$ cat config.mk
export PLATFORM = sky130hd
export DESIGN_NAME = sorted_priority_queue
export DESIGN_NICKNAME = d
export VERILOG_FILES = /design/src/hw/rtl/spq_pkg.sv /design/src/hw/rtl/sorted_priority_queue.sv
export SDC_FILE = /design/constraint.sdc
export NUM_CORES = 1
export LEC_CHECK = 0
export ABC_CLOCK_PERIOD_IN_PS = 3790
export BUFFER_PORTS_ARGS = -buffer_cell sky130_fd_sc_hd__buf_2
export CORE_MARGIN = 1
export CORE_UTILIZATION = 39
export CTS_BUF_LIST = sky130_fd_sc_hd__clkbuf_16
export DETAILED_ROUTE_END_ITERATION = 12
export PLACE_DENSITY_LB_ADDON = 0.15
export SYNTH_ARGS = -nofsm -noshare
export SYNTH_HDL_FRONTEND = slang
export SYNTH_SLANG_ARGS = --single-unit
export TNS_END_PERCENT = 5
$ cat constraint.sdc
create_clock -name clk -period 3.79 [get_ports clk]
set_input_delay 0.758 -clock clk [delete_from_list [all_inputs] [get_ports clk]]
set_output_delay 0.758 -clock clk [all_outputs]
set_load 0.05 [all_outputs]
$ cat src/hw/rtl/spq_pkg.sv
// Shared types and constants for the sorted priority queue.
package spq_pkg;

	// Build defaults
	localparam int DEPTH_DEF      = 16;
	localparam int PRIO_WIDTH_DEF = 8;

	// Field widths on the ports
	localparam int BYTE_W      = 8;
	localparam int CAP_W       = 5;
	localparam int COUNT_W     = 5;
	localparam int STATUS_W    = 2;
	localparam int S_TDATA_W   = 16;
	localparam int M_TDATA_W   = 24;
	localparam int CAP_RESET   = 16;

	// Operation codes carried on the input tuser
	localparam logic KIND_ENQ = 1'b0;
	localparam logic KIND_DEQ = 1'b1;

	// Result status carried on the output tuser
	typedef enum logic [STATUS_W-1:0] {
		ST_DONE  = 2'd0,
		ST_FULL  = 2'd1,
		ST_EMPTY = 2'd2
	} status_t;

endpackage

$ cat src/hw/rtl/sorted_priority_queue.sv
// Sorted priority queue: circular entry memory with tail-side insertion sort.
// A rejected enqueue, an empty dequeue and an enqueue into an empty queue give their result directly;
// a dequeue first reads the head entry from the synchronous memory.
// An enqueue into a non-empty queue moves each entry with a larger priority up one place,
// one memory read and one write per step, and then writes the new entry.
// One item is in work at a time; the result register frees the input once it is taken.
// arst_n clears the count, head pointer and result valid, and sets capacity to 16.
module sorted_priority_queue #(
	parameter int DEPTH      = spq_pkg::DEPTH_DEF,
	parameter int PRIO_WIDTH = spq_pkg::PRIO_WIDTH_DEF
) (
	input  logic                           clk,
	input  logic                           arst_n,
	// configuration
	input  logic                           cfg_we,
	input  logic [spq_pkg::CAP_W-1:0]      cfg_wdata,     // capacity
	// input stream
	input  logic                           s_axis_tvalid,
	output logic                           s_axis_tready,
	input  logic [spq_pkg::S_TDATA_W-1:0]  s_axis_tdata,  // item_prio[7:0], item_info[15:8]
	input  logic                           s_axis_tuser,  // kind
	// result stream
	output logic                           m_axis_tvalid,
	input  logic                           m_axis_tready,
	output logic [spq_pkg::M_TDATA_W-1:0]  m_axis_tdata,  // out_prio[7:0], out_info[15:8],
	                                                      // count[20:16], zero[23:21]
	output logic [spq_pkg::STATUS_W-1:0]   m_axis_tuser   // status
);
	import spq_pkg::*;

	localparam int AW   = (DEPTH > 1) ? $clog2(DEPTH) : 1;
	localparam int CW   = $clog2(DEPTH + 1);
	localparam int CMPW = (CW > CAP_W) ? CW : CAP_W;

	typedef struct packed {
		logic [PRIO_WIDTH-1:0] prio;
		logic [BYTE_W-1:0]     info;
	} entry_t;

	typedef enum logic [1:0] {
		S_IDLE,
		S_DEQ,
		S_INS,
		S_PUT
	} state_t;

	state_t              state_q;
	logic [CAP_W-1:0]    cap_q;
	logic [CW-1:0]       fill_q;
	logic [AW-1:0]       head_q;
	logic [AW-1:0]       pos_q;
	entry_t              new_q;

	entry_t              mem_q [DEPTH];
	entry_t              rd_data_q;

	logic                m_valid_q;
	status_t             out_status_q;
	logic [BYTE_W-1:0]   out_prio_q;
	logic [BYTE_W-1:0]   out_info_q;
	logic [COUNT_W-1:0]  out_count_q;

	logic                in_beat;
	logic                full;
	logic                larger;
	logic                res_load;
	entry_t              in_entry;
	logic                mem_we;
	logic [AW-1:0]       mem_waddr;
	entry_t              mem_wdata;
	logic [AW-1:0]       mem_raddr;
	logic [CW-1:0]       fill_inc;
	logic [CW-1:0]       fill_dec;

	// Map a queue position to a memory address relative to the head
	function automatic logic [AW-1:0] phys(input logic [AW-1:0] head, input logic [AW-1:0] lidx);
		logic [AW:0] sum;
		sum = {1'b0, head} + {1'b0, lidx};
		if (sum >= (AW + 1)'(DEPTH)) begin
			sum = sum - (AW + 1)'(DEPTH);
		end
		return sum[AW-1:0];
	endfunction

	assign s_axis_tready = (state_q == S_IDLE) && (!m_valid_q || m_axis_tready);
	assign in_beat       = s_axis_tvalid && s_axis_tready;

	assign in_entry.prio = PRIO_WIDTH'(s_axis_tdata[BYTE_W-1:0]);
	assign in_entry.info = s_axis_tdata[2*BYTE_W-1:BYTE_W];

	// Full when the count reaches the capacity or the built depth
	assign full = (CMPW'(fill_q) >= CMPW'(cap_q)) || (fill_q == CW'(DEPTH));

	assign larger   = rd_data_q.prio > new_q.prio;
	assign fill_inc = fill_q + CW'(1);
	assign fill_dec = fill_q - CW'(1);

	// Load a result beat in this cycle
	assign res_load = (state_q == S_DEQ) || (state_q == S_PUT) || (state_q == S_INS && !larger)
		|| (state_q == S_IDLE && in_beat
			&& (fill_q == '0 || (s_axis_tuser == KIND_ENQ && full)));

	// Steer the memory ports
	always_comb begin
		mem_we    = 1'b0;
		mem_waddr = phys(head_q, pos_q);
		mem_wdata = new_q;
		mem_raddr = head_q;
		unique case (state_q)
			S_IDLE: begin
				if (in_beat && s_axis_tuser == KIND_ENQ && !full) begin
					if (fill_q == '0) begin
						mem_we    = 1'b1;
						mem_waddr = head_q;
						mem_wdata = in_entry;
					end else begin
						mem_raddr = phys(head_q, AW'(fill_dec));
					end
				end
			end
			S_INS: begin
				mem_we = 1'b1;
				if (larger) begin
					mem_wdata = rd_data_q;
					mem_raddr = phys(head_q, pos_q - AW'(2));
				end
			end
			S_PUT: begin
				mem_we = 1'b1;
			end
			S_DEQ: begin
			end
			default: begin
			end
		endcase
	end

	// Entry memory: one write and one registered read per cycle
	always_ff @(posedge clk) begin
		if (mem_we) begin
			mem_q[mem_waddr] <= mem_wdata;
		end
		rd_data_q <= mem_q[mem_raddr];
	end

	// Sequence the operation and hold the result beat
	always_ff @(posedge clk or negedge arst_n) begin
		if (!arst_n) begin
			state_q      <= S_IDLE;
			cap_q        <= CAP_W'(CAP_RESET);
			fill_q       <= '0;
			head_q       <= '0;
			pos_q        <= '0;
			new_q        <= '0;
			m_valid_q    <= 1'b0;
			out_status_q <= ST_DONE;
			out_prio_q   <= '0;
			out_info_q   <= '0;
			out_count_q  <= '0;
		end else begin
			if (cfg_we) begin
				cap_q <= cfg_wdata;
			end
			if (m_axis_tready && !res_load) begin
				m_valid_q <= 1'b0;
			end
			unique case (state_q)
				S_IDLE: begin
					if (in_beat) begin
						out_prio_q <= '0;
						out_info_q <= '0;
						new_q      <= in_entry;
						pos_q      <= AW'(fill_q);
						if (s_axis_tuser == KIND_ENQ) begin
							if (full) begin
								m_valid_q    <= 1'b1;
								out_status_q <= ST_FULL;
								out_count_q  <= COUNT_W'(fill_q);
							end else if (fill_q == '0) begin
								m_valid_q    <= 1'b1;
								out_status_q <= ST_DONE;
								out_count_q  <= COUNT_W'(fill_inc);
								fill_q       <= fill_inc;
							end else begin
								state_q <= S_INS;
							end
						end else begin
							if (fill_q == '0) begin
								m_valid_q    <= 1'b1;
								out_status_q <= ST_EMPTY;
								out_count_q  <= '0;
							end else begin
								state_q <= S_DEQ;
							end
						end
					end
				end
				S_DEQ: begin
					m_valid_q    <= 1'b1;
					out_status_q <= ST_DONE;
					out_prio_q   <= BYTE_W'(rd_data_q.prio);
					out_info_q   <= rd_data_q.info;
					out_count_q  <= COUNT_W'(fill_dec);
					fill_q       <= fill_dec;
					head_q       <= phys(head_q, AW'(1));
					state_q      <= S_IDLE;
				end
				S_INS: begin
					if (larger) begin
						// shift the stored entry up one place and move down
						pos_q <= pos_q - AW'(1);
						if (pos_q == AW'(1)) begin
							state_q <= S_PUT;
						end
					end else begin
						m_valid_q    <= 1'b1;
						out_status_q <= ST_DONE;
						out_count_q  <= COUNT_W'(fill_inc);
						fill_q       <= fill_inc;
						state_q      <= S_IDLE;
					end
				end
				S_PUT: begin
					m_valid_q    <= 1'b1;
					out_status_q <= ST_DONE;
					out_count_q  <= COUNT_W'(fill_inc);
					fill_q       <= fill_inc;
					state_q      <= S_IDLE;
				end
				default: begin
					state_q <= S_IDLE;
				end
			endcase
		end
	end

	assign m_axis_tvalid = m_valid_q;
	assign m_axis_tdata  = {(M_TDATA_W - COUNT_W - 2*BYTE_W)'(0), out_count_q, out_info_q,
		out_prio_q};
	assign m_axis_tuser  = out_status_q;

endmodule

# [Word-level counts from Yosys, hierarchy flattened]
# Memories as Yosys holds them, arrays and structs flattened. A register that Yosys moved wholly into a read port is not among the register bits.
# Cells that the tools add are included.
[classes] add_sub_neg=12 multipliers=0 order_cmp=6 n_eq_ne=16 div=0 shifts=0 n_bitwise=1 reduce_logical=31 muxes=59
[ops] op="$mux 16" n=3
[ops] op="$mux 4" n=12
[ops] op="$mux 5" n=9
[ops] op="$pmux 5 s4" n=2
[ops] op="$pmux 16 s2" n=1
[ops] op="$pmux 8 s2" n=2
[ops] op="$mux 2" n=13
[ops] op="$ge 5x5->1 const B" n=4
[ops] op="$sub 4x1->4 const B" n=5
[ops] op="$pmux 4 s2" n=2
[ops] op="$add 4x4->5" n=3
[ops] op="$ne 2x2->1 const B" n=6
[ops] op="$pmux 2 s3" n=2
[ops] op="$mux 1" n=10
[ops] op="$logic_and 1x1->1" n=9
[ops] op="$ne 3x2->1 const B" n=3
[ops] op="$gt 8x8->1" n=1
[ops] op="$mux 8" n=1
[ops] op="$reduce_and 4->1" n=2
[ops] op="$logic_or 1x1->1" n=6
[ops] op="$add 4x1->5 const B" n=1
[ops] op="$add 5x1->5 const B" n=1
[ops] op="$eq 5x5->1 const B" n=1
[ops] op="$ge 5x5->1" n=1
[ops] op="18 further kinds" n=25
[totals] regBits=60 input_bits=27 ram_bits=256 mem_count=1 latch_bits=0 romBits=0 out_inout_bits=28
[mem_list] name="mem_q" depth=16 word_bits=16 rd=1 rd_ports_with_merged_regs=1 write_ports=1 line_no="sorted_priority_queue.sv:54" text="entry_t mem_q [DEPTH];"

# [Depth between registers and ports, before layout]
# Gate-level depths: netlist (run 1).
[logic_depth] word_depth=15 depth_mapped=15

# [Least setup slack after synthesis (run 1)]
# Ideal clock, no wire load.
[synth_path] path_kind="input to register" start="input port m_axis_tready" end="memory mem_q[7][0] (netlist bit), enable pin" setup_time_ps=388 cell_stages=7 t_arrival_ps=3426 path_slack_ps=-25 cell_sequence="nand2b_1 -> and2_1 -> nand2_1 -> nor4_1 -> clkbuf_1 -> a32oi_1 -> nor2_1"
[synth_between] elab_chain_cells=9
[synth_lines] item="from (decl)" line_no="sorted_priority_queue.sv:24" text="input logic m_axis_tready,"
[synth_lines] item="$logic_or 1x1->1 *" line_no="sorted_priority_queue.sv:85" text="assign s_axis_tready = (state_q == S_IDLE) && (!m_valid_q || m_axis_tready);"
[synth_lines] item="$logic_and 1x1->1 *" line_no="sorted_priority_queue.sv:85"
[synth_lines] item="net s_axis_tready" line_no="sorted_priority_queue.sv:19" text="output logic s_axis_tready,"
[synth_lines] item="$logic_and 1x1->1 *" line_no="sorted_priority_queue.sv:86" text="assign in_beat = s_axis_tvalid && s_axis_tready;"
[synth_lines] item="$logic_and 1x1->1 * (2 in a row)" line_no="sorted_priority_queue.sv:111" text="if (in_beat && s_axis_tuser == KIND_ENQ && !full) begin"
[synth_lines] item="$mux 1" line_no="sorted_priority_queue.sv:111"
[synth_lines] item="$pmux 1 s2" line_no="sorted_priority_queue.sv:109" text="unique case (state_q)"
[synth_lines] item="$mux 1" line_no="sorted_priority_queue.sv:140" text="if (mem_we) begin"
[synth_lines] item="$mux 1 (implied by the code)" line_no="sorted_priority_queue.sv:141" text="mem_q[mem_waddr] <= mem_wdata;"
[synth_lines] item="to (decl)" line_no="sorted_priority_queue.sv:54"
# The timed path passes the listed nets; every way through them passes the cells marked *.

# [Worst setup path after layout (run 1)]
[layout_path] start="register, netlist name rd_data_q[9]" end="register, netlist name rd_data_q[13]"
[layout_between] elab_chain_cells=3
[layout_lines] item="$gt 8x8->1" line_no="sorted_priority_queue.sv:94" text="assign larger = rd_data_q.prio > new_q.prio;"
[layout_lines] item="$mux 4" line_no="sorted_priority_queue.sv:123" text="if (larger) begin"
[layout_lines] item="$pmux 4 s2" line_no="sorted_priority_queue.sv:109"
# Every way passes these cells.
# A chain may end at the register's enable or synchronous reset.

==> flow_summary.yaml, run 1 <==
cts:
  numCtsBuffers: 37
  cts_sinks: 332
  htree_levels: 2
  clk_latency_ns: 0.54
  cts_setup_buffers: 0
  clock_path_buffers: 3
  tritoncts: "done"
  cts.reportedPaths.clkPinSlew_ns: 0.06
  root_buffer: "clkbuf_16"
floorplanning:
  ios: 55
  rows: 69
  coreArea_sq_um: 35600
  fp.dieH_microns: 192
  die_w_microns: 192
  floorplan.die_area_sq_um: 36800
  initial_core_util: 0.396
global_routing:
  grt.busiest_layer: "met2"
  grt-ovfl-total: 0
  track_usage: 0.191
  grt_pass1_vias: 8490
  grt_pass1_wl_microns: 52100
  use_met1: 0.272
  grt.met2_usage: 0.301
  antenna_found_initial: 0
  grt_max_degree: 41
  grt_use_met3: 0.0323
setup_path:
  path_class: "reg -> reg"
  critPathMaxFanout: 20
  critical_path.startpoint_type: "flop"
  required_ns: 4.16
  crit_path_end_kind: "flop"
  crit_chain: "ha_1 > nor2b_1 > o211ai_1 > a21oi_1 > o21ai_1 > mux2_2 > a21oi_4 > buf_12 > buf_4 > mux2i_1 > o22ai_1 > or4_1"
  worst_path_max_delay_cell: "or4_1"
  worstPathArrival_ns: 3.93
  max_stage_delay_ns: 0.59
  path_buf_inv: 2
  cpLargestDelayFamily: "compound AO/OA/AOI/OAI gates"
route:
  drc: 0
  drtAntennaViolNets: 0
  post_drt_wl_per_cell_microns: 21.5
  drt_first_iter_violations: 493
  viasPerCell: 5.35
  drtPass1Iterations: 5
  route.vias.total: 8609
  routed_wl_microns: 34600
synthesis:
  synth-edff-count: 256
  ys.flop_type: "edfxtp_1"
  seq_area_frac_synth: 0.676
  async_flop_share: 0.181
  netlist_top_cells_count: "edfxtp_1, mux2i_1, nand2_1"
  synth_cell_type_count: 62
  synth_seq_cells: 332
  yosysWarnings: 0
  netlist_instances: 1005
  synth_top_area_cell: "edfxtp_1"
  yosysMostFrequentCell: "edfxtp_1"
  synthTopCellsByArea: "edfxtp_1, dfrtp_1, mux2i_1"
  yosysTopAreaCellShare: 0.546
  netlist_area_sq_um: 14100
  syn_area_per_cell_sq_um: 14.0
finish:
  fillers: 3154
  stdcell_count: 1610
  drive_above_1_share: 0.188
  nets: 1179
  syn_to_final_growth_pct: 18.1
  antenna_cells: 0
  final_area_sq_um: 16600
job:
  maxCapViolations: 0
sta:
  slew_violations: 0
  rsz0062_at_grt: "false"
  worst_slew_pin_slew_ns: 0.756
  period_needed_ns: 3.57
  setup_violations: 0
  finalClockSkew_ns: 0.0265
  finalHoldViolCount: 0
  timing.hold.ws_ns: 0.258
  max_freq_mhz: 280
  slew_headroom: 0.495
  tns_ns: 0
  period_share: 0.941
placement:
  post_dp_cell_area_sq_um: 15500
  dp_hpwl_microns: 23100
  dp_cells: 1542
  gp_congestion: 0.792
  port-buffer-count: 51
outcome:
  status: "completed"
power:
  ir_worst_vdd_uv: 526
  leakagePower_nw: 6.58
  p_per_area_nw_per_um2: 947
min_path:
  hold_path_class: "in -> async"
sequential cells by signal (all words and copies together) (netlist names):
signal	flops
mem_q	256
out_prio_q	8
head_q	4
new_q	16
out_count_q	5
state_q	2
rd_data_q	16
fill_q	5
m_axis_tvalid	1
cap_q	5
out_info_q	8
pos_q	4
m_axis_tuser	2
cell families after synthesis:
group / Yosys count / synth area share
mux: 133 / 0.0950
compound gates: 185 / 0.0859
flops: 332 / 0.676
fa+ha+maj: 32 / 0.0301
buf+inv: 96 / 0.0302
other cells: 1 / 0.000266
simple gates: 204 / 0.0690
xor+xnor: 22 / 0.0137
worst reg2reg max path, delay by kind of cell, from the launching register on:
family	cells	cell delay, ns
adders and majority gates	1	0.30
AOI/OAI and AO/OA	5	0.89
and+or+nand+nor	2	0.72
buffers and inverters	2	0.45
muxes	2	0.60
DFF	1	0.47
cell type report:
class | instances | area [sq um] | share of cell area
Tap cell | 461 | 577 | 0.0347
Clock inverter | 29 | 179 | 0.0108
Sequential cell | 332 | 9510 | 0.572
Clock buffer | 39 | 976 | 0.0587
Multi-Input combinational cell | 579 | 4210 | 0.254
Inverter | 41 | 154 | 0.00926
Timing Repair Buffer | 129 | 1000 | 0.0604
through the flow:
step	utilization	power [mW]	setup slack, ns
floorplan	-	9.97	-0.0247
global placement	0.434	12.4	0.0763
detailed placement	0.434	12.5	0.0766
CTS	0.467	15.9	0.0660
global route	0.467	16.7	0.0163
finish	0.467	15.7	0.225
layout by cell type (no fill, tap or decap), drive strengths merged, types with 3 or more instances in the layout:
| master | count |
|---|---|
| fa | 3 |
| nor3 | 5 |
| conb | 3 |
| nor4 | 3 |
| a21o | 4 |
| mux2 | 5 |
| inv | 59 |
| edfxtp | 256 |
| or2 | 4 |
| o22ai | 67 |
| nand2b | 7 |
| a31oi | 5 |
| dfxtp | 16 |
| or4 | 18 |
| or3b | 3 |
| nor2 | 38 |
| or3 | 4 |
| a222oi | 16 |
| xnor2 | 10 |
| o21ai | 45 |
| mux2i | 128 |
| nand2 | 99 |
| o211ai | 5 |
| and2 | 5 |
| a21oi | 23 |
| nand3 | 7 |
| nand4 | 5 |
| dfrtp | 59 |
| ha | 29 |
| buf | 129 |
| o21bai | 3 |
| clkinv | 9 |
| xor2 | 12 |
| clkbuf | 39 |
layer usage:
metal  vias to the layer above  part of all wire  wire length, microns
li1                       4041                 -                     -
met1                      4300              0.48                 16500
met2                       216              0.45                 15700
met3                        52             0.048                  1640
met4                         0             0.020                   687
met5                         -                 0                     0
what timing repair did:
action | in CTS | in global routing
setup endpoints to repair | 0 | 51
resized for setup | 0 | 4
hold buffers | 0 | 0
hold endpoints to repair | 0 | 0
report_power, final:
group          internal [mW]  switching (mW)  total [mW]  leakage (nW)
combinational           2.60            4.26        6.86          2.73
clock                   1.94            1.43        3.37         0.626
sequential              5.10           0.388        5.49          3.22
total                   9.64            6.08        15.7          6.58
path summary, 6_finish.rpt:
kind | start | to | slack, ns | cells after the start
max in group asynchronous | arst_n | fill_q[1] | 2.83 | 2
worst max-delay path | rd_data_q[9] | rd_data_q[13] | 0.22 | 12
min in group clk | s_axis_tdata[10] | new_q[2] | 0.43 | 3
worst min register to register | out_count_q[1] | out_count_q[1] | 0.48 | 2
worst max register to register | rd_data_q[9] | rd_data_q[13] | 0.22 | 12
worst min-delay path | arst_n | out_prio_q[5] | 0.26 | 1
No activity file was read; power rests on OpenSTA's default activity.
==> run 2, diff against run 1 <==
- CELL_PAD_IN_SITES_DETAIL_PLACEMENT: default -> 0
- CELL_PAD_IN_SITES_GLOBAL_PLACEMENT: default -> 1
==> run 2 against run 1 <==
Effect of this change: sequential power about the same; highest routed layer unchanged; global-route usage increased by 0.95 points; largest cell class unchanged; critical path depth decreased by 2; largest power group unchanged; critical endpoint is now mem_q[5][5].
==> flow_summary.yaml, run 2 (synthesized netlist as in run 1, its figures left out) <==
outcome:
  status: "completed"
cts:
  root_buffer: "clkbuf_16"
  numCtsBuffers: 38
  clock_path_buffers: 3
  clk_latency_ns: 0.53
  tritoncts: "done"
  cts_sinks: 332
  hold_buffers: 0
  htree_levels: 2
  cts.reportedPaths.clkPinSlew_ns: 0.06
route:
  drc: 0
  viasPerCell: 5.36
  route.vias.total: 8653
  drt_first_iter_violations: 529
  routed_wl_microns: 36100
  drtPass1Iterations: 6
  drtAntennaViolNets: 0
  post_drt_wl_per_cell_microns: 22.4
finish:
  final_area_sq_um: 16600
  largest_reg_flops: 256
  drive_above_1_share: 0.187
  multi_input_area_sq_um: 4220
  fillers: 3187
  antenna_cells: 0
  layout_commonest_cell: "edfxtp_1"
  layout_common_cells: "edfxtp_1, mux2i_1, nand2_1, o22ai_1, buf_4"
  regMostFlops: "mem_q"
  nets: 1182
  syn_to_final_growth_pct: 18.1
  reg_top3: "mem_q (256), new_q (16), rd_data_q (16)"
  seq_area_sq_um: 9510
global_routing:
  grt_pass1_wl_microns: 54000
  grt-ovfl-total: 0
  antenna_found_initial: 1
  track_usage: 0.201
  grt_pass1_vias: 8573
  grt_max_degree: 40
floorplanning:
  coreArea_sq_um: 35600
  rows: 69
  floorplan.die_area_sq_um: 36800
  fp.dieH_microns: 192
  initial_core_util: 0.396
  ios: 55
  die_w_microns: 192
sta:
  period_share: 0.949
  timing.hold.ws_ns: 0.363
  finalWorstSetupSlack_ns: 0.192
  setup_violations: 0
  worst_slew_pin_slew_ns: 1.12
  max_freq_mhz: 278
  period_needed_ns: 3.60
  slew_headroom: 0.253
  rsz0062_at_grt: "true"
  finalClockSkew_ns: 0.0155
  finalHoldViolCount: 0
  slew_violations: 0
placement:
  gp_congestion: 0.786
  place_ws_ns: 0.0603
  dp_hpwl_microns: 24300
  post_dp_cell_area_sq_um: 15500
  port-buffer-count: 51
power:
  leakagePower_nw: 6.61
  p_clk_frac: 0.208
  power_mw: 15.8
  internal_power_mw: 9.64
  p_per_area_nw_per_um2: 953
  ir_worst_vdd_uv: 465
  power_frac_comb: 0.447
  p_seq_frac: 0.346
  switching_share: 0.391
  p_switching_mw: 6.19
setup_path:
  required_ns: 4.04
  worstPathArrival_ns: 3.85
  critical_path.startpoint_type: "flop"
  crit_path_end_kind: "flop"
  path_class: "reg -> reg"
  critPathMaxFanout: 16
job:
  maxCapViolations: 0
min_path:
  hold_path_class: "in -> async"
[run 2: area by class of cell]
cell class              count  share of cell area
clock buffers              39              0.0587
clock inverters            31             0.00903
inverters                  41             0.00926
multi-input cells         579               0.254
flip-flops and latches    332               0.572
well taps                 461              0.0347
repair buffers            131              0.0620
[run 2: final timing paths]
| path | from | endpoint | slack, ns | cells past startpoint |
|---|---|---|---|---|
| setup / recovery | new_q[9] | mem_q[5][5] | 0.19 | 10 |
| hold / removal | arst_n | m_axis_tuser[1] | 0.36 | 1 |
| setup reg to reg | new_q[9] | mem_q[5][5] | 0.19 | 10 |
| hold reg to reg | out_count_q[1] | out_count_q[1] | 0.48 | 2 |
| max in group asynchronous | arst_n | new_q[4] | 2.63 | 2 |
| min in group clk | s_axis_tdata[15] | new_q[7] | 0.43 | 3 |
[run 2: layer usage]
| layer | vias to the layer above | GRT usage | routed length, microns |
|---|---|---|---|
| li1 | 4041 | - | - |
| met5 | - | 0 | 0 |
| met2 | 171 | 0.330 | 17100 |
| met4 | 0 | 0.0504 | 701 |
| met1 | 4391 | 0.277 | 16900 |
| met3 | 50 | 0.0316 | 1370 |
[run 2: power groups by stage]
stage	clock network (mW)	registers [mW]	logic, mW
detailed placement	0	5.53	7.10
finish	3.29	5.47	7.07
CTS	3.37	5.47	7.13
global placement	0	5.53	7.06
global route	3.51	5.53	7.70
floorplan	0	5.73	4.24
[run 2: repair_timing]
item | CTS | global route
gates resized for setup | 0 | 4
setup buffers | 0 | 0
endpoints found under the setup margin | 0 | 32
[run 2: metrics by stage]
stage / utilization / instances / TNS, ns
2_1_floorplan: - / 1007 / -1.53
3_3_place_gp: 0.435 / 1544 / 0
3_5_place_dp: 0.435 / 1544 / 0
4_1_cts: 0.467 / 1614 / 0
5_1_grt: 0.467 / 1614 / -0.0988
6_report: 0.467 / 1614 / 0
[run 2: worst max-delay path: stages (launching register included)]
cell	delay [ns]
dfrtp_1	0.35
inv_1	0.05
ha_1	0.30
nor2b_1	0.13
o211ai_1	0.25
a21oi_1	0.18
o41ai_2	0.62
o21bai_1	0.58
buf_4	0.31
a222oi_1	0.10
inv_1	0.43
